==> src/rtl/assert_macros.svh <==
// Assertion helpers clocked on i_clk and held off during reset.
`ifndef ASSERT_MACROS_SVH
`define ASSERT_MACROS_SVH

// cond must never be true.
`define KRSK_ASSERT_NEVER(lbl, cond) \
    lbl: assert property (@(posedge i_clk) disable iff (!i_rst_n) !(cond)) \
        else $error("assertion failed: forbidden condition seen");

// whenever cond holds, prop holds in the same cycle.
`define KRSK_ASSERT_IMPLY(lbl, cond, prop) \
    lbl: assert property (@(posedge i_clk) disable iff (!i_rst_n) (cond) |-> (prop)) \
        else $error("assertion failed: implication violated");

`endif

==> src/rtl/krsk_pkg.sv <==
`default_nettype none
package krsk_pkg;

    localparam int NODE_FIELD_W = 6;
    localparam int IN_WEIGHT_W  = 32;
    localparam int RANK_W       = 3;
    localparam int RANK_MAX     = 7;
    localparam int MAX_RESULTS  = 63;
    localparam int RES_CNT_W    = 6;
    localparam int QUEUE_DEPTH  = 4;
    localparam int QUEUE_PTR_W  = 2;

    typedef struct packed {
        logic [NODE_FIELD_W-1:0] edge_from;
        logic [NODE_FIELD_W-1:0] edge_to;
        logic [IN_WEIGHT_W-1:0]  edge_weight;
        logic                    last_edge;
    } t_edge;

    typedef struct packed {
        logic [NODE_FIELD_W-1:0] tree_from;
        logic [NODE_FIELD_W-1:0] tree_to;
        logic [IN_WEIGHT_W-1:0]  tree_weight;
        logic                    tree_valid;
        logic                    tree_last;
        logic                    edges_dropped;
    } t_tree;

    // queue entry: the edge, whether it goes to the store, and the run's drop flag
    typedef struct packed {
        t_edge ed;
        logic  keep;
        logic  dropped;
    } t_qent;

endpackage
`default_nettype wire

==> src/rtl/krsk_edge_if.sv <==
`default_nettype none
interface krsk_edge_if;
    logic            valid;
    logic            ready;
    krsk_pkg::t_edge data;

    modport source (output valid, output data, input ready);
    modport sink   (input valid, input data, output ready);
endinterface
`default_nettype wire

==> src/rtl/krsk_front.sv <==
`default_nettype none
module krsk_front #(
    parameter int MAX_EDGES = 256
) (
    input  wire logic       i_clk,
    input  wire logic       i_rst_n,
    krsk_edge_if.sink       i_edge,
    input  wire logic       i_full,
    output logic            o_push,
    output krsk_pkg::t_qent o_ent
);

    localparam int CNT_W = $clog2(MAX_EDGES + 1);

    logic [CNT_W-1:0] r_cnt;
    logic             r_ovf;
    logic             accept;
    logic             keep;

    assign i_edge.ready = !i_full;
    assign accept       = i_edge.valid && !i_full;
    assign keep         = r_cnt != CNT_W'(MAX_EDGES);

    // a dropped edge vanishes unless it closes the set
    assign o_push      = accept && (keep || i_edge.data.last_edge);
    assign o_ent.ed    = i_edge.data;
    assign o_ent.keep  = keep;
    assign o_ent.dropped = r_ovf || !keep;

    always_ff @(posedge i_clk) begin
        if (!i_rst_n) begin
            r_cnt <= '0;
            r_ovf <= 1'b0;
        end else if (accept) begin
            if (i_edge.data.last_edge) begin
                r_cnt <= '0;
                r_ovf <= 1'b0;
            end else if (keep) begin
                r_cnt <= r_cnt + CNT_W'(1);
            end else begin
                r_ovf <= 1'b1;
            end
        end
    end

endmodule
`default_nettype wire

==> src/flat_wrapper.sv <==
// flat-port wrapper written by rule: the top's interface ports become plain ports
module krsk_front_flat 
#(
    parameter int MAX_EDGES = 256
)
  (i_clk, i_rst_n, i_full, o_push, o_ent, i_edge_valid, i_edge_data, i_edge_ready);
  krsk_edge_if i_edge_i ();
  input  wire logic i_clk;
  input  wire logic i_rst_n;
  input  wire logic i_full;
  output logic o_push;
  output krsk_pkg::t_qent o_ent;
  input wire logic [$bits(i_edge_i.valid)-1:0] i_edge_valid;
  input wire logic [$bits(i_edge_i.data)-1:0] i_edge_data;
  output wire logic [$bits(i_edge_i.ready)-1:0] i_edge_ready;
  assign i_edge_i.valid = i_edge_valid;
  assign i_edge_i.data = i_edge_data;
  assign i_edge_ready = i_edge_i.ready;
  krsk_front #(.MAX_EDGES(MAX_EDGES)) u_core (.i_clk(i_clk), .i_rst_n(i_rst_n), .i_edge(i_edge_i), .i_full(i_full), .o_push(o_push), .o_ent(o_ent));
endmodule
==> config.mk <==
export PLATFORM = sky130hd
export DESIGN_NAME = krsk_front_flat
export DESIGN_NICKNAME = d
export VERILOG_FILES = /design/src/rtl/assert_macros.svh /design/src/rtl/krsk_pkg.sv /design/src/rtl/krsk_edge_if.sv /design/src/rtl/krsk_front.sv /design/src/flat_wrapper.sv
export SDC_FILE = /design/constraint.sdc
export NUM_CORES = 1
export LEC_CHECK = 0
export ABC_AREA = 0
export ABC_CLOCK_PERIOD_IN_PS = 2300
export BUFFER_PORTS_ARGS = -buffer_cell sky130_fd_sc_hd__buf_2
export CORE_MARGIN = 2
export CORE_UTILIZATION = 35
export CTS_CLUSTER_DIAMETER = 150
export DETAILED_ROUTE_END_ITERATION = 16
export PLACE_DENSITY = 0.79
export SLEW_MARGIN = 0
export SYNTH_ARGS = -nofsm -noshare
export SYNTH_HDL_FRONTEND = slang
export SYNTH_SLANG_ARGS = --single-unit
==> constraint.sdc <==
create_clock -name i_clk -period 2.3 [get_ports i_clk]
set_input_delay 0.46 -clock i_clk [delete_from_list [all_inputs] [get_ports i_clk]]
set_output_delay 0.46 -clock i_clk [all_outputs]
set_load 0.01 [all_outputs]
* Word level (Yosys, flattened, before mapping) *
Index checks and enable logic that the tools add are counted.

storage, ports and cells
  bits in registers = 10
  output and inout port bits = 49
  RAM bits = 0
  memory bits (read-only) = 0
  input bits = 49
  latch bits = 0
  logic and storage cells = 18
  memories = 0

cells by class
  muxes and demuxes = 4
  shift operators = 0
  div/mod/pow operators = 0
  equality and inequality tests = 2
  bitwise gates (word level) = 0
  $lt $le $gt $ge = 0
  $add $sub $neg = 1
  reductions and logical operators = 9
  $mul = 0

operators with widths
  operator                                       count
  2-to-1 mux 9 bit                               2
  adder 9 x 1 -> 9 bit (second input constant)   1
  inequality test 9 bit (second input constant)  1
  AND reduction 2 bit                            2
  logical AND 1 bit                              2
  zero test 1 bit                                2
  logical OR 1 bit                               2
  2-to-1 mux 1 bit                               2
  inequality test 2 bit (second input constant)  1
  nonzero test 2 bit                             1

* Logic depth before layout (Yosys ltp) *
Gate-level depths: netlist (run 1).

  depth in word-level cells = 3
  depth in mapped cells = 5
  gate-level depth less buffers = 5

* Worst setup path after synthesis (run 1) *
Ideal clock, no wire load.

  kind = register to output
  from = reg u_core.r_cnt[0]
  to = out o_push
  data required time = 1.840 ns
  stages on the path, launching flop included = 6
  path slack = 0.572 ns
  arrival time = 1.268 ns
  buffers on the path = 0
  path through = dfxtp_1 inv_1 ha_1 nor4b_1 nand2_1 o21a_1

between the ends
  longest elaborated chain between the ends = 3

ends and longest elaborated chain
  element                 line                RTL
  from (decl)             krsk_front.sv:15    logic [CNT_W-1:0] r_cnt;
  from (signal assigned)  krsk_front.sv:39    r_cnt <= r_cnt + CNT_W'(1);
  inequality test 9 bit   krsk_front.sv:22    assign keep = r_cnt != CNT_W'(MAX_EDGES);
  net u_core.keep         krsk_front.sv:18    logic keep;
  logical OR 1 bit        krsk_front.sv:25    assign o_push = accept && (keep || i_edge.data.last_edge);
  logical AND 1 bit       krsk_front.sv:25
  to (decl)               flat_wrapper.sv:11  output logic o_push;

The timed path passes the listed nets, and every way through them passes these cells.

* Worst setup path in the final report (run 1) *
  from = reg u_core.r_cnt[0]
  to = out o_push

between the ends
  longest elaborated chain between the ends = 3

ends and longest elaborated chain
  element                line
  inequality test 9 bit  krsk_front.sv:22
  logical OR 1 bit       krsk_front.sv:25
  logical AND 1 bit      krsk_front.sv:25

Every way passes these cells.

==> reports/qor.yml, run 1 <==
status: "complete, no violations"
slew_headroom: 0.733
layout-drive-gt1-share: 0.186
insertion_delay_ns: 0.27
dp_hpwl_um: 1290
max_freq_ghz: 0.480
worst-endpoint-required_ns: 1.84
area_delta_synth_final_pct: -25.3
fp.dieW_um: 56.7
synth.avg_cell_area_um2: 7.89
gp_congestion: 0.882
port_buffers: 9
hold_path.class: "in2reg"
vias: 688
initial_core_util: 0.361
grt_pass1_wl_um: 2860
nFillCells: 289
cts.sinks: 10
synth_nets: 174
final_area_um2: 726
dp_slack_ns: 0.346
routed_via_density: 5.88
grt_max_degree: 13
skew_ns: 0.00576
ys_warn_count: 0
power.leakage_uw: 0.000234
cts_tree: "yes"
multiInputGateArea_um2: 400
rsz0062_at_grt: "false"
maxCapViolations: 0
arrival_ns: 1.62
ctsHoldBuffers: 0
globalRouteOverflowTotal: 0
grt_usage: 0.114
drtAntennaViolNets: 0
setup_viol: 0
fp.dieArea_um2: 3210
synthDistinctLibCells: 32
die_h_um: 56.7
drc: 0
core_um2: 2690
cts_buffers: 3
hold_viol: 0
htree_levels: 1
wl_per_cell_um: 14.8
tns_ns: 0
ys_ff_latch: 10
antenna-diode-count: 0
tightest_slew_ns: 0.400
synth_top_area_frac: 0.356
synth_area_leaders: "buf_4, dfxtp_1, a31oi_1"
worstSetupStartpointType: "flop"
ir_drop_mv: 0.354
finalWorstSetupSlack_ns: 0.215
power_density_nw_per_um2: 449
dpl-instance-area_um2: 691
fin_crit_sh: 0.906
yosys.area.top_type: "buf_4"
antenna_found_initial: 0
stdcell_count: 117
layout.nets: 139
drt_iter0_drc: 19
drt_pass1_iterations: 4
min_period_ns: 2.08
rows: 19
crit_path_end_kind: "output port"
syn_area_um2: 971
ioPinCount: 98
netlist_instances: 123
post-place-cells: 114
grt_pass1_vias: 645
worstSetupPathType: "reg2out"
cts_root_buffer: "clkbuf_4"
routed_wl_um: 1730
clk_pin_slew_worst_paths_ns: 0.06
clockBufferDepth: 2
seq_area_um2: 200
seq_area_frac_synth: 0.206
maxSlewViolCount: 0
cp_max_fo: 6
## sequential cells by signal, indices dropped and copies added (netlist names)
| signal | count |
|---|---|
| u_core.r_ovf | 1 |
| u_core.r_cnt | 9 |
## cells in the mapped netlist
cell        n
or4b_2      1
buf_4      46
or4_1       5
o311ai_0    2
a211oi_1    1
nand4_1     2
ha_1        2
a222oi_1    1
nor4b_1     2
nor2_1      3
nand2b_1    2
a31oi_1     6
or3b_1      1
nand3b_1    1
inv_1       4
dfxtp_1    10
nor3b_1     1
nor3_1      1
o21ai_0     5
o21a_1      1
o2111ai_1   1
a21oi_1     5
nor2b_1     3
or4b_1      1
clkbuf_1    2
clkinv_1    1
or4b_4      1
nand2_1     6
or3_1       1
nand3_1     3
o211ai_1    1
buf_6       1
## cells by family (layout without fill, tap and decap cells)
logic type,count (synthesis),in the layout,synth area share
buf+inv,54,17,0.394
compound gates,23,23,0.151
simple gates,34,34,0.223
fa+ha+maj,2,2,0.0258
flops,10,10,0.206
## through the flow
stage                     hold WS [ns]   util  total power, uW
after floorplan                  0.428      -              280
after global placement           0.453  0.257              211
after detailed placement         0.453  0.257              212
after CTS                        0.420  0.265              331
after global routing             0.423  0.270              344
final                            0.428  0.270              326
## critical path: stages, from the launching register on
cell	delay (ns)
dfxtp_1	0.36
inv_1	0.11
ha_1	0.16
nor4b_2	0.28
nand2_1	0.13
o21a_1	0.18
buf_2	0.13
## what timing repair did
| item | 4_1_cts | 5_1_grt |
|---|---|---|
| endpoints found under the setup margin | 0 | 3 |
| setup buffers | 0 | 0 |
| resized for setup | 0 | 2 |
## layout by cell type (no fill, tap or decap), drive strengths merged
| cell type | count |
|---|---|
| dfxtp | 10 |
| buf | 9 |
| nand2 | 6 |
| a31oi | 6 |
| o21ai | 5 |
| a21oi | 5 |
| or4 | 5 |
| inv | 4 |
| nor2b | 3 |
| nand3 | 3 |
| nor2 | 3 |
| clkbuf | 3 |
| or4b | 3 |
| nor4b | 2 |
| nand2b | 2 |
| nand4 | 2 |
| o311ai | 2 |
| ha | 2 |
| o21a | 1 |
| or3b | 1 |
| or3 | 1 |
| clkinv | 1 |
| o2111ai | 1 |
| nor3b | 1 |
| a222oi | 1 |
| nand3b | 1 |
| a211oi | 1 |
| nor3 | 1 |
| o211ai | 1 |
## where the power goes
part	leakage (uW)	total, uW	internal (uW)	switching (uW)
sequential	0.0000806	176	174	1.72
clock	0.0000138	117	60.4	56.9
combinational	0.000139	32.9	13.0	20.0
total	0.000234	326	248	78.6
## layout make-up
class                           count  area share
Clock buffer                        3      0.0310
Inverter                            5      0.0259
Multi-Input combinational cell     59       0.552
Sequential cell                    10       0.276
Tap cell                           31      0.0534
Timing Repair Buffer                9      0.0621
## worst paths after layout
kind / startpoint / end / slack [ns] / depth (start not counted)
max reg2reg: u_core.r_cnt[0] / u_core.r_cnt[0] / 0.46 / 5
max: u_core.r_cnt[0] / o_push / 0.22 / 6
min: i_rst_n / u_core.r_ovf / 0.43 / 3
min reg2reg: u_core.r_ovf / u_core.r_ovf / 0.47 / 2
## routing by layer
layer	up-vias	track usage	share of wire
met3	11	0.0829	0.13
met2	46	0.169	0.45
li1	317	-	-
met4	0	0.0544	0.029
met5	-	0	0
met1	314	0.120	0.39
Note: power is estimated with default switching activity, not from simulation.
==> inputs of run 2 (changes only) <==
Settings changed: ABC_AREA 0 to 1, CORE_UTILIZATION 35 to 37, PLACE_DENSITY 0.79 to 0.8.
==> reports/qor.yml, run 2 <==
status: "complete, no violations"
synth_edf_count: 0
ir_drop_mv: 0.267
wl_per_cell_um: 9.72
finalWorstSetupSlack_ns: 0.346
routed_wl_um: 1530
ioPinCount: 98
grt_usage: 0.101
largest_reg_flops: 9
tns_ns: 0
cts_setup_buffers: 0
hold_path.class: "in2reg"
worstSetupPathType: "reg2out"
port_buffers: 9
crit_path_end_kind: "output port"
maxSlewViolCount: 0
area_delta_synth_final_pct: -21.3
cts-resized-gates: 0
stdcell_count: 157
largest_registers: "u_core.r_cnt: 9 flops, u_core.r_ovf: 1 flops"
ys_warn_count: 0
grt_pass1_vias: 687
synthDistinctLibCells: 17
power.total_uw: 436
synth_common_cells: "buf_4, nand2_1, inv_1"
cts_tree: "yes"
synth_area_leaders: "buf_4, dfxtp_1, nand2_1"
synth_top_area_frac: 0.327
netlist_instances: 159
cts_buffers: 3
die_h_um: 57.4
power_density_nw_per_um2: 525
routed_via_density: 4.61
synth.avg_cell_area_um2: 6.64
dp_slack_ns: 0.531
maxCapViolations: 0
drc: 0
htree_levels: 1
post-place-cells: 153
antenna_found_initial: 0
worstSetupStartpointType: "flop"
gp_congestion: 0.864
setup_viol: 0
min_period_ns: 1.95
grt_max_degree: 11
synth.most_common_cell: "buf_4"
fp.dieW_um: 57.4
synth_async_sr_flop_share: 0
clk_pin_slew_worst_paths_ns: 0.07
rows: 19
cts_root_buffer: "clkbuf_4"
ctsHoldBuffers: 0
skew_ns: 0.00278
core_um2: 2730
drtAntennaViolNets: 0
cts.sinks: 10
fin_crit_sh: 0.849
grt_pass1_wl_um: 2590
seq_area_frac_synth: 0.190
worst-endpoint-required_ns: 1.84
initial_core_util: 0.386
yosys.area.top_type: "buf_4"
slew_headroom: 0.818
power.leakage_uw: 0.000428
final_cell_mix: "nand2_1, inv_1, nand3_1"
insertion_delay_ns: 0.28
max_freq_ghz: 0.512
syn_area_um2: 1060
rsz0062_at_grt: "false"
synth_nets: 210
ys_ff_latch: 10
synth_ff_type: "dfxtp_1"
final_common_cell: "nand2_1"
arrival_ns: 1.49
clockBufferDepth: 2
cp_max_fo: 10
dp_hpwl_um: 1210
hold_viol: 0
regMostFlops: "u_core.r_cnt"
drt_iter0_drc: 13
layout-drive-gt1-share: 0.230
antenna-diode-count: 0
vias: 724
layout.nets: 178
globalRouteOverflowTotal: 0
fp.dieArea_um2: 3300
tightest_slew_ns: 0.272
drt_pass1_iterations: 4
[run 2: final timing paths]
kind | start | to | slack (ns) | cells after the start
worst max register to register | u_core.r_cnt[0] | u_core.r_cnt[8] | 0.97 | 10
worst min register to register | u_core.r_ovf | u_core.r_ovf | 0.50 | 2
worst max-delay path | u_core.r_cnt[0] | o_push | 0.35 | 8
worst min-delay path | i_rst_n | u_core.r_cnt[7] | 0.47 | 3
[run 2: layout make-up]
class                           instances  area (um2)
Sequential cell                        10         200
Fill cell                             294        1900
Inverter                               23        86.3
Multi-Input combinational cell         80         424
Timing Repair Buffer                    9        45.0
Tap cell                               31        38.8
Clock buffer                            4        36.3
[run 2: through the flow]
stage	hold slack (ns)	util	instance area, um2
after CTS	0.474	0.304	831
after detailed placement	0.494	0.291	795
after global placement	0.488	0.291	795
after global routing	0.483	0.304	831
after floorplan	0.474	-	1060
final	0.472	0.304	831
[run 2: worst max-delay path, cell delays in order (launching register included)]
cell and delay, ns:
dfxtp_1 0.40, inv_1 0.08, ha_1 0.19, nand2_1 0.07
nor2_2 0.05, nand2_4 0.11, nand2_8 0.09, nand2_4 0.09
buf_2 0.13
[run 2: power breakdown]
part	internal [uW]	switching (uW)
clock network	96.4	70.1
registers	181	6.73
logic	29.9	51.9
[run 2: cells by family (layout without fill, tap and decap cells)]
logic type	count (synthesis)	in the layout	synth area share
flops	10	10	0.190
fa+ha+maj	2	2	0.0237
compound gates	6	6	0.0284
buf+inv	69	36	0.409
simple gates	72	72	0.350
[run 2: layer usage]
metal | part of all wire | wire length [um] | vias to the layer above | GRT usage
met5 | 0 | 0 | - | 0
met4 | 0.036 | 55 | 0 | 0.0864
met3 | 0.074 | 113 | 7 | 0.0272
met2 | 0.47 | 722 | 12 | 0.166
met1 | 0.42 | 634 | 325 | 0.105
li1 | - | - | 380 | -
