### src/rtl/assert_macros.svh
// Assertion helpers clocked on i_clk and held off during reset.
`ifndef ASSERT_MACROS_SVH
`define ASSERT_MACROS_SVH

// cond must never be true.
`define KRSK_ASSERT_NEVER(lbl, cond) \
    lbl: assert property (@(posedge i_clk) disable iff (!i_rst_n) !(cond)) \
        else $error("assertion failed: forbidden condition seen");

// whenever cond holds, prop holds in the same cycle.
`define KRSK_ASSERT_IMPLY(lbl, cond, prop) \
    lbl: assert property (@(posedge i_clk) disable iff (!i_rst_n) (cond) |-> (prop)) \
        else $error("assertion failed: implication violated");

`endif

### src/rtl/krsk_pkg.sv
`default_nettype none
package krsk_pkg;

    localparam int NODE_FIELD_W = 6;
    localparam int IN_WEIGHT_W  = 32;
    localparam int RANK_W       = 3;
    localparam int RANK_MAX     = 7;
    localparam int MAX_RESULTS  = 63;
    localparam int RES_CNT_W    = 6;
    localparam int QUEUE_DEPTH  = 4;
    localparam int QUEUE_PTR_W  = 2;

    typedef struct packed {
        logic [NODE_FIELD_W-1:0] edge_from;
        logic [NODE_FIELD_W-1:0] edge_to;
        logic [IN_WEIGHT_W-1:0]  edge_weight;
        logic                    last_edge;
    } t_edge;

    typedef struct packed {
        logic [NODE_FIELD_W-1:0] tree_from;
        logic [NODE_FIELD_W-1:0] tree_to;
        logic [IN_WEIGHT_W-1:0]  tree_weight;
        logic                    tree_valid;
        logic                    tree_last;
        logic                    edges_dropped;
    } t_tree;

    // queue entry: the edge, whether it goes to the store, and the run's drop flag
    typedef struct packed {
        t_edge ed;
        logic  keep;
        logic  dropped;
    } t_qent;

endpackage
`default_nettype wire

### src/rtl/krsk_fifo.sv
`default_nettype none
module krsk_fifo (
    input  wire logic             i_clk,
    input  wire logic             i_rst_n,
    input  wire logic             i_push,
    input  wire krsk_pkg::t_qent  i_data,
    output logic                  o_full,
    output logic                  o_valid,
    output krsk_pkg::t_qent       o_data,
    input  wire logic             i_pop
);

    localparam int PW = krsk_pkg::QUEUE_PTR_W;

    krsk_pkg::t_qent r_mem [krsk_pkg::QUEUE_DEPTH];
    logic [PW-1:0]   r_wp;
    logic [PW-1:0]   r_rp;
    logic [PW:0]     r_cnt;
    logic            do_push;
    logic            do_pop;

    assign o_full  = r_cnt == (PW+1)'(krsk_pkg::QUEUE_DEPTH);
    assign o_valid = r_cnt != '0;
    assign o_data  = r_mem[r_rp];
    assign do_push = i_push && !o_full;
    assign do_pop  = i_pop && o_valid;

    always_ff @(posedge i_clk) begin
        if (do_push) begin
            r_mem[r_wp] <= i_data;
        end
    end

    always_ff @(posedge i_clk) begin
        if (!i_rst_n) begin
            r_wp  <= '0;
            r_rp  <= '0;
            r_cnt <= '0;
        end else begin
            if (do_push) begin
                r_wp <= r_wp + PW'(1);
            end
            if (do_pop) begin
                r_rp <= r_rp + PW'(1);
            end
            if (do_push && !do_pop) begin
                r_cnt <= r_cnt + (PW+1)'(1);
            end else if (do_pop && !do_push) begin
                r_cnt <= r_cnt - (PW+1)'(1);
            end
        end
    end

endmodule
`default_nettype wire

### config.mk
export PLATFORM = sky130hd
export DESIGN_NAME = krsk_fifo
export DESIGN_NICKNAME = d
export VERILOG_FILES = /design/src/rtl/assert_macros.svh /design/src/rtl/krsk_pkg.sv /design/src/rtl/krsk_fifo.sv
export SDC_FILE = /design/constraint.sdc
export NUM_CORES = 1
export LEC_CHECK = 0
export BUFFER_PORTS_ARGS = -buffer_cell sky130_fd_sc_hd__clkbuf_2
export CAP_MARGIN = 15
export CORE_MARGIN = 2
export CORE_UTILIZATION = 35
export CTS_BUF_LIST = sky130_fd_sc_hd__clkbuf_4 sky130_fd_sc_hd__clkbuf_8 sky130_fd_sc_hd__clkbuf_16
export DETAILED_ROUTE_END_ITERATION = 16
export GPL_TIMING_DRIVEN = 0
export PLACE_DENSITY = 0.53
export SYNTH_ARGS = -nofsm -noshare
export SYNTH_HDL_FRONTEND = slang
export SYNTH_SLANG_ARGS = --single-unit
### constraint.sdc
create_clock -name i_clk -period 5.4 [get_ports i_clk]
set_input_delay 1.08 -clock i_clk [delete_from_list [all_inputs] [get_ports i_clk]]
set_output_delay 1.08 -clock i_clk [all_outputs]
set_load 0.05 [all_outputs]
## After elaboration in Yosys (flattened, before gate mapping)

Memory sizes are Yosys's and may differ from the RTL's. A register that Yosys moved wholly into a read port is not among the register bits.
Cells that the tools add are included.

| word-level totals | value |
|---|---|
| memory bits (writable) | 188 |
| memories kept | 1 |
| bits in registers | 7 |
| output and inout port bits | 49 |
| logic and storage cells | 24 |

Memories:

| memory | depth | width | read ports | clocked after memory_dff | write ports | line | text |
|---|---|---|---|---|---|---|---|
| r_mem | 4 | 47 | 1 | 1 | 1 | krsk_fifo.sv:15 | `krsk_pkg::t_qent r_mem [krsk_pkg::QUEUE_DEPTH];` |

| operators by class | value |
|---|---|
| multiplexer cells | 6 |
| add/subtract/negate cells | 4 |
| reductions and logical operators | 9 |
| equality and inequality tests | 1 |

Operator list:

| cell | count |
|---|---|
| two-way mux 3 bit | 2 |
| adder 2 x 1 -> 2 bit (second input constant) | 2 |
| logical AND 1 bit | 4 |
| two-way mux 2 bit | 2 |
| adder 3 x 1 -> 3 bit (second input constant) | 1 |
| == test 3 bit (second input constant) | 1 |
| zero test 1 bit | 3 |
| nonzero test 3 bit | 1 |
| subtractor 3 x 1 -> 3 bit (second input constant) | 1 |
| two-way mux 1 bit | 2 |
| nonzero test 2 bit | 1 |

## Logic depth before layout (Yosys ltp)

Gate-level depths: netlist of the first run.

| depth | value |
|---|---|
| depth in word-level cells | 7 |
| depth in mapped cells | 9 |
| gate-level depth less buffers | 8 |

## Least setup slack after synthesis of the first run

No wires, ideal clock.

| path | value |
|---|---|
| path kind | input port to flip-flop |
| start | input port i_push |
| end | memory r_mem[0][0] (netlist bit) (enable) |
| data arrival time | 2.496 ns |
| buffers on the path | 1 |
| stages | 3 |
| data required time | 4.991 ns |
| path slack | 2.495 ns |
| setup time | 0.409 ns |
| cells stage by stage | nor2b_1 buf_2 and2_1 |

| between the ends | value |
|---|---|
| longest elaborated chain between the ends | 3 |

RTL lines:

| element | line | text |
|---|---|---|
| from (decl) | krsk_fifo.sv:5 | `input wire logic i_push,` |
| logical AND 1 bit | krsk_fifo.sv:25 | `assign do_push = i_push && !o_full;` |
| net do_push | krsk_fifo.sv:19 | `logic do_push;` |
| two-way mux 1 bit | krsk_fifo.sv:29 | `if (do_push) begin` |
| two-way mux 1 bit (implied by the code) | krsk_fifo.sv:30 | `r_mem[r_wp] <= i_data;` |
| to (decl) | krsk_fifo.sv:15 |  |

The timed path passes the listed nets, and every way through them passes these cells.

==> results of run 1 <==
## state kept, by name (all words and copies together) (netlist names), named ones only
signal	cells
r_mem	188
r_wp	2
r_cnt	3
r_rp	2
## cells by family after synthesis
kind of cell               Yosys count
buffers and inverters               15
and+or+nand+nor                     17
xor gates and xnor gates             4
adders and majority gates            6
DFF                                197
muxes                               50
AOI/OAI and AO/OA                    4
## cells in the final DEF, fill, tap and decap left out, types with 2 or more instances in the layout
master / synthesis / layout
inv_1: 3 / 3
ha_1: 5 / 5
clkbuf_2: 0 / 98
buf_12: 3 / 3
nand2_1: 4 / 4
mux2i_1: 3 / 3
xnor2_1: 3 / 3
and2_4: 0 / 4
inv_6: 0 / 2
clkinv_4: 0 / 3
clkbuf_1: 2 / 2
clkinv_1: 0 / 2
mux4_2: 47 / 47
edfxtp_1: 188 / 188
or3_1: 2 / 2
and2_1: 8 / 4
dfxtp_1: 9 / 9
buf_2: 5 / 5
clkinv_2: 0 / 4
nor2b_1: 2 / 2
clkbuf_16: 0 / 17
## layout make-up
cell class	instances	area [sq um]	area share [%]
Multi-Input combinational cell	81	1350	15.6
Sequential cell	197	5830	67.2
Clock inverter	13	109	1.26
Inverter	3	11.3	0.130
Timing Repair Buffer	98	490	5.66
Tap cell	270	338	3.90
Clock buffer	18	433	4.99
Buffer	12	111	1.28
## through the flow
stage	total power (W)	std cells	hold slack, ps	utilization, %
finish	0.00460	692	508	42.6
global route	0.00480	692	541	42.6
CTS	0.00467	692	509	42.6
detailed placement	0.00350	661	500	39.9
global placement	0.00349	661	478	39.9
floorplan	0.00315	293	468	-
## power groups by stage
stage                     logic [W]  clock network [W]  registers, W
after floorplan             0.00122                  0       0.00193
after global placement      0.00155                  0       0.00194
after detailed placement    0.00156                  0       0.00194
after CTS                   0.00157            0.00120       0.00191
after global routing        0.00162            0.00126       0.00192
final                       0.00153            0.00117       0.00191
## worst min path at each step
stage          startpoint  endpoint  slack [ps]
2_1_floorplan     r_wp[1]   r_wp[1]         470
3_5_place_dp      r_wp[1]   r_wp[1]         500
5_1_grt           r_wp[1]   r_wp[1]         540
6_report          r_wp[1]   r_wp[1]         510
3_3_place_gp      r_wp[0]   r_wp[0]         480
4_1_cts           r_wp[1]   r_wp[1]         510
## layer usage
metal  part of all wire [%]  track usage [%]  up-vias  wire [microns]
met2                     51             20.7       78            6600
met5                      0                0        -               0
met4                    1.1             4.00        0             142
met3                    4.8             3.83       12             626
met1                     44             16.1     1714            5680
li1                       -                -     1464               -
## worst reg2reg max path, stage by stage (launching register included)
cell and delay [ps]:
dfxtp_1 480, nor3b_2 90, nor2b_1 130, buf_2 220, ha_1 230, inv_1 70, fa_1 380, xor2_1 160
or3_1 300, a21boi_0 160
==> results_dict.tcl, run 1 <==
set metrics [dict create \
    final-hold-violation-count 0 \
    drt_iter0_markers 219 \
    synth_fa_ha_area_share_pct 1.13 \
    synth_fp_nets 350 \
    max_stage_delay_ps 380 \
    cts_setup_buffers 0 \
    first_pass_iters 4 \
    clkSinkCount 197 \
    start_util_pct 35.8 \
    die-height_microns 148 \
    power_switching_share_pct 35.1 \
    skew_ps 7.91 \
    fp.dieArea_sq_mm 0.0220 \
    r2r_end "r_cnt[2]" \
    timing.final.crit_share_pct 57.9 \
    worst_path_max_delay_cell "mux4_2" \
    cts_buffer_depth 2 \
    setup_viol 0 \
    final_nets 467 \
    p_clk_share_pct 25.4 \
    post-route-drc-count 0 \
    grt_pass1_wl_microns 20100 \
    numPortBuffers 98 \
    syn_area_per_cell_sq_um 24.9 \
    gp_congestion 0.657 \
    cp_max_fo 10 \
    ys.flop_type "edfxtp_1" \
    yosysUniqueCellTypes 23 \
    syn_to_final_growth_pct 18.9 \
    pwr-share-comb_pct 33.2 \
    avgViaCountPerCell 4.72 \
    placed_cell_area_sq_mm 0.00813 \
    numCtsBuffers 17 \
    synthMostInstantiatedCell "edfxtp_1" \
    cts-resized-gates 0 \
    syn_inst 293 \
    yosys.area_share.simple_pct 1.41 \
    grt_max_degree 48 \
    synthMuxAreaShare_pct 14.9 \
    crit_arrival_ps 2050 \
    worstSkewPairLatency_ps 420 \
    synth-seq-area-share_pct 79.9 \
    pwr_density_cell_mw_per_mm2 530 \
    synth_top_family_by_area "multiplexers" \
    rows 52 \
    worstSetupEndpoint "o_data[12]" \
    async_flop_share_pct 0 \
    p_int_w 0.00298 \
    cts_root_buffer "clkbuf_16" \
    cp_top_family "buffers and inverters" \
    synth_xor_area_share_pct 0.481 \
    setup_slack_ps 2270 \
    power_frac_seq_pct 41.4 \
    wl_per_cell_microns 18.9 \
    status "finished, final reports clean" \
    pin_count 100 \
    synth_top_area_share_pct 77.4 \
    grt_pass1_vias 3552 \
    timing.setup.tns_ps 0 \
    synth_common_cells "edfxtp_1 (188), mux4_2 (47), dfxtp_1 (9)" \
    clk_pin_slew_ps 60 \
    hpwl_microns 7470 \
    cts_max_level 4 \
    fmax_mhz 320 \
    p_leak_nw 2.93 \
    yosysTopAreaCell "edfxtp_1" \
    drv_slew 0 \
    core_area_sq_mm 0.0204 \
    slew_headroom_pct 46.8 \
    overflow 0 \
    ys_ff_latch 197 \
    drv_cap 0 \
    synth-edff-count 188 \
    cp_cell_sequence "buf_2, buf_2, mux4_2, clkbuf_2" \
    track_usage_pct 12.6 \
    ctsHoldBuffers 0 \
    cts_tree "yes" \
    antenna_cells 0 \
    worstPathRequired_ps 4320 \
    hold_depth 2 \
    synthTopCellsByArea "edfxtp_1 (77%), mux4_2 (15%), dfxtp_1 (2.5%)" \
    antenna_found_initial 0 \
    hold_path_class "reg -> reg" \
    switchingPower_w 0.00161 \
    worstSetupPathType "reg -> out" \
    syn_area_sq_mm 0.00729 \
    final_area_sq_mm 0.00867 \
    antenna_left 0 \
    regToRegStartpoint "r_cnt[0]" \
    vdd_drop_max_uv 244 \
    fin_crit_ps 3130 \
    synth_compound_area_share_pct 0.463 \
    worstMarginPinSlew_ps 798 \
    routed_wl_microns 13000 \
    r2r_slack_ps 3110 \
    die_x_microns 148 \
    post-place-ws_ps 2510 \
    yosys_warnings 0 \
    worst-path-buf-inv 3 \
    n_fill_cell 1802 \
    end_kind "output pin" \
    num_vias 3268 \
    crit_cells 4 \
    drive_gt1_share_pct 45.0 \
    crit_path_frequent_cell "buf_2" \
    worst_setup_path_start_kind "flip-flop" \
    rsz0062_at_grt "no" \
    worstRegToRegCells 9 \
]
Power figures use the tool's default switching activity.
==> run 2: changes to the inputs <==
--- a/config.mk
+++ b/config.mk
@@ -5,6 +5,7 @@
 export SDC_FILE = /design/constraint.sdc
 export NUM_CORES = 1
 export LEC_CHECK = 0
+export ABC_AREA = 1
 export BUFFER_PORTS_ARGS = -buffer_cell sky130_fd_sc_hd__clkbuf_2
 export CAP_MARGIN = 15
 export CORE_MARGIN = 2
@@ -12,7 +13,7 @@
 export CTS_BUF_LIST = sky130_fd_sc_hd__clkbuf_4 sky130_fd_sc_hd__clkbuf_8 sky130_fd_sc_hd__clkbuf_16
 export DETAILED_ROUTE_END_ITERATION = 16
 export GPL_TIMING_DRIVEN = 0
-export PLACE_DENSITY = 0.53
+export PLACE_DENSITY = 0.55
 export SYNTH_ARGS = -nofsm -noshare
 export SYNTH_HDL_FRONTEND = slang
 export SYNTH_SLANG_ARGS = --single-unit
==> constraint.sdc (replaced) <==
create_clock -name i_clk -period 2.8 [get_ports i_clk]
set_input_delay 0.56 -clock i_clk [delete_from_list [all_inputs] [get_ports i_clk]]
set_output_delay 0.56 -clock i_clk [all_outputs]
set_load 0.05 [all_outputs]
==> run 2 against run 1 <==
  * Synthesized cell count rose by 79%
  * Die area rose by 7.6%
  * Worst setup slack got worse by 2100 ps
  * Critical path type unchanged
  * Highest routed layer unchanged
==> results_dict.tcl, run 2 <==
set metrics [dict create \
    ys.flop_type "edfxtp_1" \
    drv_slew 0 \
    cts_root_buffer "clkbuf_16" \
    grt_pass1_wl_microns 26600 \
    worstPathRequired_ps 2240 \
    final_cell_mix "edfxtp_1 (188), clkbuf_2 (105), o21ai_0 (82)" \
    slew_headroom_pct 45.2 \
    clkSinkCount 197 \
    synth_fp_nets 581 \
    die-height_microns 154 \
    reg_top3 "r_mem (188), r_cnt (3)" \
    worstSetupPathType "reg -> out" \
    pin_count 100 \
    p_leak_nw 3.34 \
    worstSkewPairLatency_ps 420 \
    gp_congestion 0.718 \
    first_pass_iters 5 \
    wl_per_cell_microns 18.7 \
    ys_ff_latch 197 \
    syn_area_sq_mm 0.00786 \
    utilization_pct 43.2 \
    overflow 0 \
    rsz0062_at_grt "yes" \
    antenna_left 0 \
    antenna_found_initial 1 \
    yosysUniqueCellTypes 24 \
    timing.final.crit_share_pct 95.5 \
    worstMarginPinSlew_ps 821 \
    die_x_microns 154 \
    synthTopCellsByArea "edfxtp_1 (72%), o21ai_0 (5.2%), o22ai_2 (4.3%)" \
    syn_inst 524 \
    drv_cap 0 \
    syn_to_final_growth_pct 20.6 \
    post-route-drc-count 0 \
    rows 54 \
    routed_wl_microns 17600 \
    regMostFlops "r_mem" \
    synth-seq-area-share_pct 74.1 \
    drive_gt1_share_pct 33.7 \
    final_cells 939 \
    synthMostInstantiatedCell "edfxtp_1" \
    cts_max_level 4 \
    crit_arrival_ps 2110 \
    synth_common_cells "edfxtp_1 (188), o21ai_0 (82), nor2_1 (81)" \
    numPortBuffers 99 \
    start_util_pct 35.8 \
    track_usage_pct 15.1 \
    setup_viol 0 \
    num_vias 4632 \
    synth_top_area_share_pct 71.8 \
    vdd_drop_max_uv 507 \
    core_area_sq_mm 0.0220 \
    synth-edff-count 188 \
    skew_ps 11.0 \
    grt_pass1_vias 4827 \
    final_nets 704 \
    final-hold-violation-count 0 \
    wl_met3_microns 940 \
    yosys_warnings 0 \
    cts_setup_buffers 0 \
    async_flop_share_pct 0 \
    numCtsBuffers 17 \
    r2r_slack_ps 600 \
    status "finished, final reports clean" \
    cts_buffer_depth 2 \
    wl_met2_microns 9000 \
    worst_setup_path_start_kind "flip-flop" \
    cp_max_fo 10 \
    yosysTopAreaCell "edfxtp_1" \
    holdWs_ps 352 \
    placed_cells 909 \
    drt_iter0_markers 254 \
    fmax_mhz 374 \
    met1_length_microns 7400 \
    avgViaCountPerCell 4.93 \
    fp.dieArea_sq_mm 0.0237 \
    mostFrequentLayoutCell "edfxtp_1" \
    cts_tree "yes" \
    fin_crit_ps 2670 \
    grt_max_degree 28 \
    syn_area_per_cell_sq_um 15.0 \
    end_kind "output pin" \
    pwr_density_cell_mw_per_mm2 1020 \
    clk_pin_slew_ps 70 \
    top_layer "met4" \
    hold_path_class "in -> reg" \
    power_w 0.00965 \
    hpwl_microns 11300 \
    largest_reg_flops 188 \
    antenna_cells 0 \
]
run 2: final timing paths:
kind,cells past startpoint,end,start
max,5,o_data[11],flip-flop
min,1,r_mem[0][33],i_data[33]
max reg2reg,5,r_mem[3][9],r_cnt[0]
min reg2reg,2,flip-flop,r_rp[1]
run 2: per-stage QoR:
| stage | setup WS, ps | setup TNS (ps) | instance area, sq um |
|---|---|---|---|
| after detailed placement | 435 | 0 | 8880 |
| after global placement | -2300 | -423540 | 8710 |
| after CTS | 39.5 | 0 | 9480 |
| after floorplan | -312 | -58630 | 7860 |
| after global routing | 4.33 | 0 | 9480 |
| final | 125 | 0 | 9480 |
run 2: critical path, cell delays in order (launching register included):
cell and delay (ps):
dfxtp_1 420, buf_6 180, clkbuf_1 490, nor2_1 130, o22ai_2 170, clkbuf_2 310
run 2: report_power, final:
part           internal, W  switching (W)  total (W)  leakage, nW
clock              0.00144        0.00102    0.00246        0.295
combinational     0.000890        0.00263    0.00352         1.25
sequential         0.00358      0.0000972    0.00368         1.80
total              0.00591        0.00374    0.00965         3.34
run 2: what timing repair did:
item | CTS | global route
resized for setup | 1 | 10
setup endpoints to repair | 3 | 19
hold buffers | 0 | 0
run 2: area by class of cell:
cell class | instances | area (sq um)
fillers | 1988 | 12500
plain buffers | 29 | 226
multi-input cells | 280 | 1780
repair buffers | 105 | 638
well taps | 280 | 350
clock inverters | 11 | 150
clock buffers | 20 | 448
flip-flops and latches | 197 | 5830
inverters | 17 | 66.3
run 2: routing by layer:
layer  up-vias  global-route usage [%]
met2       109                    26.6
li1       2191                       -
met3        13                    4.85
met1      2319                    17.7
met4         0                    4.45
met5         -                       0
run 2: cell families after synthesis:
logic type | Yosys count | share of synthesized area [%]
AO/OA/AOI/OAI | 145 | 12.3
XOR/XNOR | 1 | 0.111
adder cells (fa/ha/maj) | 6 | 1.05
buffers and inverters | 47 | 3.68
flip-flops | 197 | 74.1
AND/OR/NAND/NOR | 128 | 8.80
==> run 3: changes to the inputs <==
--- a/config.mk
+++ b/config.mk
@@ -8,12 +8,13 @@
 export ABC_AREA = 1
 export BUFFER_PORTS_ARGS = -buffer_cell sky130_fd_sc_hd__clkbuf_2
 export CAP_MARGIN = 15
-export CORE_MARGIN = 2
+export CELL_PAD_IN_SITES_DETAIL_PLACEMENT = 0
+export CELL_PAD_IN_SITES_GLOBAL_PLACEMENT = 1
 export CORE_UTILIZATION = 35
 export CTS_BUF_LIST = sky130_fd_sc_hd__clkbuf_4 sky130_fd_sc_hd__clkbuf_8 sky130_fd_sc_hd__clkbuf_16
 export DETAILED_ROUTE_END_ITERATION = 16
 export GPL_TIMING_DRIVEN = 0
-export PLACE_DENSITY = 0.55
+export PLACE_DENSITY = 0.63
 export SYNTH_ARGS = -nofsm -noshare
 export SYNTH_HDL_FRONTEND = slang
 export SYNTH_SLANG_ARGS = --single-unit
==> run 3 against run 2 <==
  * The flow now finishes with violations (design-rule violations)
  * Non-clock buffer count increased by 3
  * Worst setup slack improved by 12 ps
  * Flip-flop and latch count unchanged
  * Critical path type unchanged
  * Largest power group unchanged
==> results_dict.tcl, run 3 (synthesis gave the netlist of run 2 again) <==
set metrics [dict create \
    status "finished, violations left" \
    violations "design-rule violations" \
    cts_buffer_depth 2 \
    timing.setup.tns_ps 0 \
    final_nets 707 \
    crit_arrival_ps 2100 \
    met1_length_microns 7480 \
    r2r_slack_ps 580 \
    cts_tree "yes" \
    worst_setup_path_start_kind "flip-flop" \
    timing.final.crit_share_pct 95.1 \
    worstMarginPinSlew_ps 629 \
    worst_path_max_delay_cell "buf_1" \
    p_leak_nw 3.37 \
    worstSetupPathType "reg -> out" \
    drive_gt1_share_pct 34.4 \
    holdWs_ps 347 \
    fmax_mhz 376 \
    drv_slew 0 \
    wl_met2_microns 8690 \
    regMostFlops "r_mem" \
    core_area_sq_mm 0.0220 \
    antenna_found_initial 1 \
    final_cell_mix "edfxtp_1 (188), clkbuf_2 (106), o21ai_0 (82)" \
    skew_ps 11.9 \
    max_stage_delay_ps 400 \
    die_x_microns 152 \
    cts-resized-gates 1 \
    antenna_left 0 \
    cp_max_fo 10 \
    clkSinkCount 197 \
    worstPathRequired_ps 2240 \
    ctsHoldBuffers 0 \
    die-height_microns 152 \
    vdd_drop_max_uv 413 \
    worst-path-buf-inv 3 \
    placed_cells 911 \
    cts_setup_buffers 0 \
    avgViaCountPerCell 4.90 \
    wl_per_cell_microns 18.4 \
    overflow 0 \
    cts_root_buffer "clkbuf_16" \
    power_switching_share_pct 39.4 \
    post-route-drc-count 10 \
    pwr-share-comb_pct 36.6 \
    wl_met3_microns 846 \
    pin_count 100 \
    rsz0062_at_grt "no" \
    num_vias 4622 \
    rows 54 \
    routed_wl_microns 17300 \
    top_layer "met4" \
    final-hold-violation-count 0 \
    pwr_density_cell_mw_per_mm2 1010 \
    drt_iter0_markers 255 \
    cp_top_family "buffers and inverters" \
    p_int_w 0.00583 \
    hold_path_class "in -> reg" \
    syn_to_final_growth_pct 21.5 \
    fin_crit_ps 2660 \
    fp.dieArea_sq_mm 0.0231 \
    setup_viol 0 \
    start_util_pct 35.8 \
    p_clk_share_pct 25.3 \
    n_fill_cell 1971 \
    end_kind "output pin" \
    grt_max_degree 22 \
    power_frac_seq_pct 38.2 \
    placed_cell_area_sq_mm 0.00895 \
    numCtsBuffers 17 \
    cp_cell_sequence "buf_4, buf_1, o21ai_0, o22ai_2, clkbuf_2" \
    grt_pass1_vias 4891 \
    largest_reg_flops 188 \
    drv_cap 0 \
    slew_headroom_pct 58.0 \
    clk_pin_slew_ps 70 \
    switchingPower_w 0.00379 \
    numPortBuffers 99 \
    final_area_sq_mm 0.00956 \
    gp_congestion 0.714 \
    cts_max_level 4 \
    first_pass_iters 10 \
    mostFrequentLayoutCell "edfxtp_1" \
    hpwl_microns 11500 \
    worstSkewPairLatency_ps 430 \
    grt_pass1_wl_microns 26900 \
    final_cells 944 \
    reg_top3 "r_mem (188), r_cnt (3)" \
    power_w 0.00963 \
    track_usage_pct 15.7 \
]
## run 3: cell count changes in the layout (fill, tap and decap cells not counted), sizes merged
| cell | change |
|---|---|
| buf | +3 |
| bufinv | -1 |
| clkbuf | -3 |
| clkinv | -1 |
| clkinvlp | +2 |
| diode | +1 |
| inv | +4 |
## run 3: area by class of cell
class                      instances  area [sq um]  share of cell area, %
sequential                       197          5830                   61.0
multi-input combinational        280          1780                   18.6
timing repair buffer             107           708                   7.41
clock buffer                      17           425                   4.45
tap                              280           350                   3.67
buffer                            30           231                   2.42
clock inverter                    15           168                   1.75
inverter                          17          66.3                  0.694
antenna                            1          2.50                 0.0262
## run 3: power by group through the flow
stage	clock, W	combinational, W	sequential (W)
finish	0.00243	0.00352	0.00368
global route	0.00260	0.00376	0.00370
CTS	0.00248	0.00359	0.00368
detailed placement	0	0.00358	0.00374
global placement	0	0.00341	0.00377
floorplan	0	0.00256	0.00374
## run 3: worst reg2reg max path, stage by stage, from the launching register on
cell,delay (ps)
dfxtp_1,420
nor2_1,80
nand2_1,120
nand2_1,270
nor2_4,580
buf_16,250
buf_16,180
## run 3: layer usage
layer  global-route usage (%)  vias up
met1                     18.9     2305
met5                        0        -
li1                         -     2197
met2                     27.0      101
met4                     6.07        0
met3                     3.99       19
## run 3: final timing paths
check / end / start / cells after the start
min: r_mem[1][28] / i_data[28] / 1
min reg2reg: r_wp[1] / r_wp[1] / 2
max reg2reg: r_mem[2][5] / r_cnt[0] / 6
max: o_data[9] / flip-flop / 5
## run 3: metrics by stage
stage / utilization, % / setup WS, ps
6_report: 43.5 / 138
5_1_grt: 43.5 / 9.36
4_1_cts: 43.5 / 14.3
3_5_place_dp: 40.8 / 467
3_3_place_gp: 39.7 / -2350
2_1_floorplan: - / -312
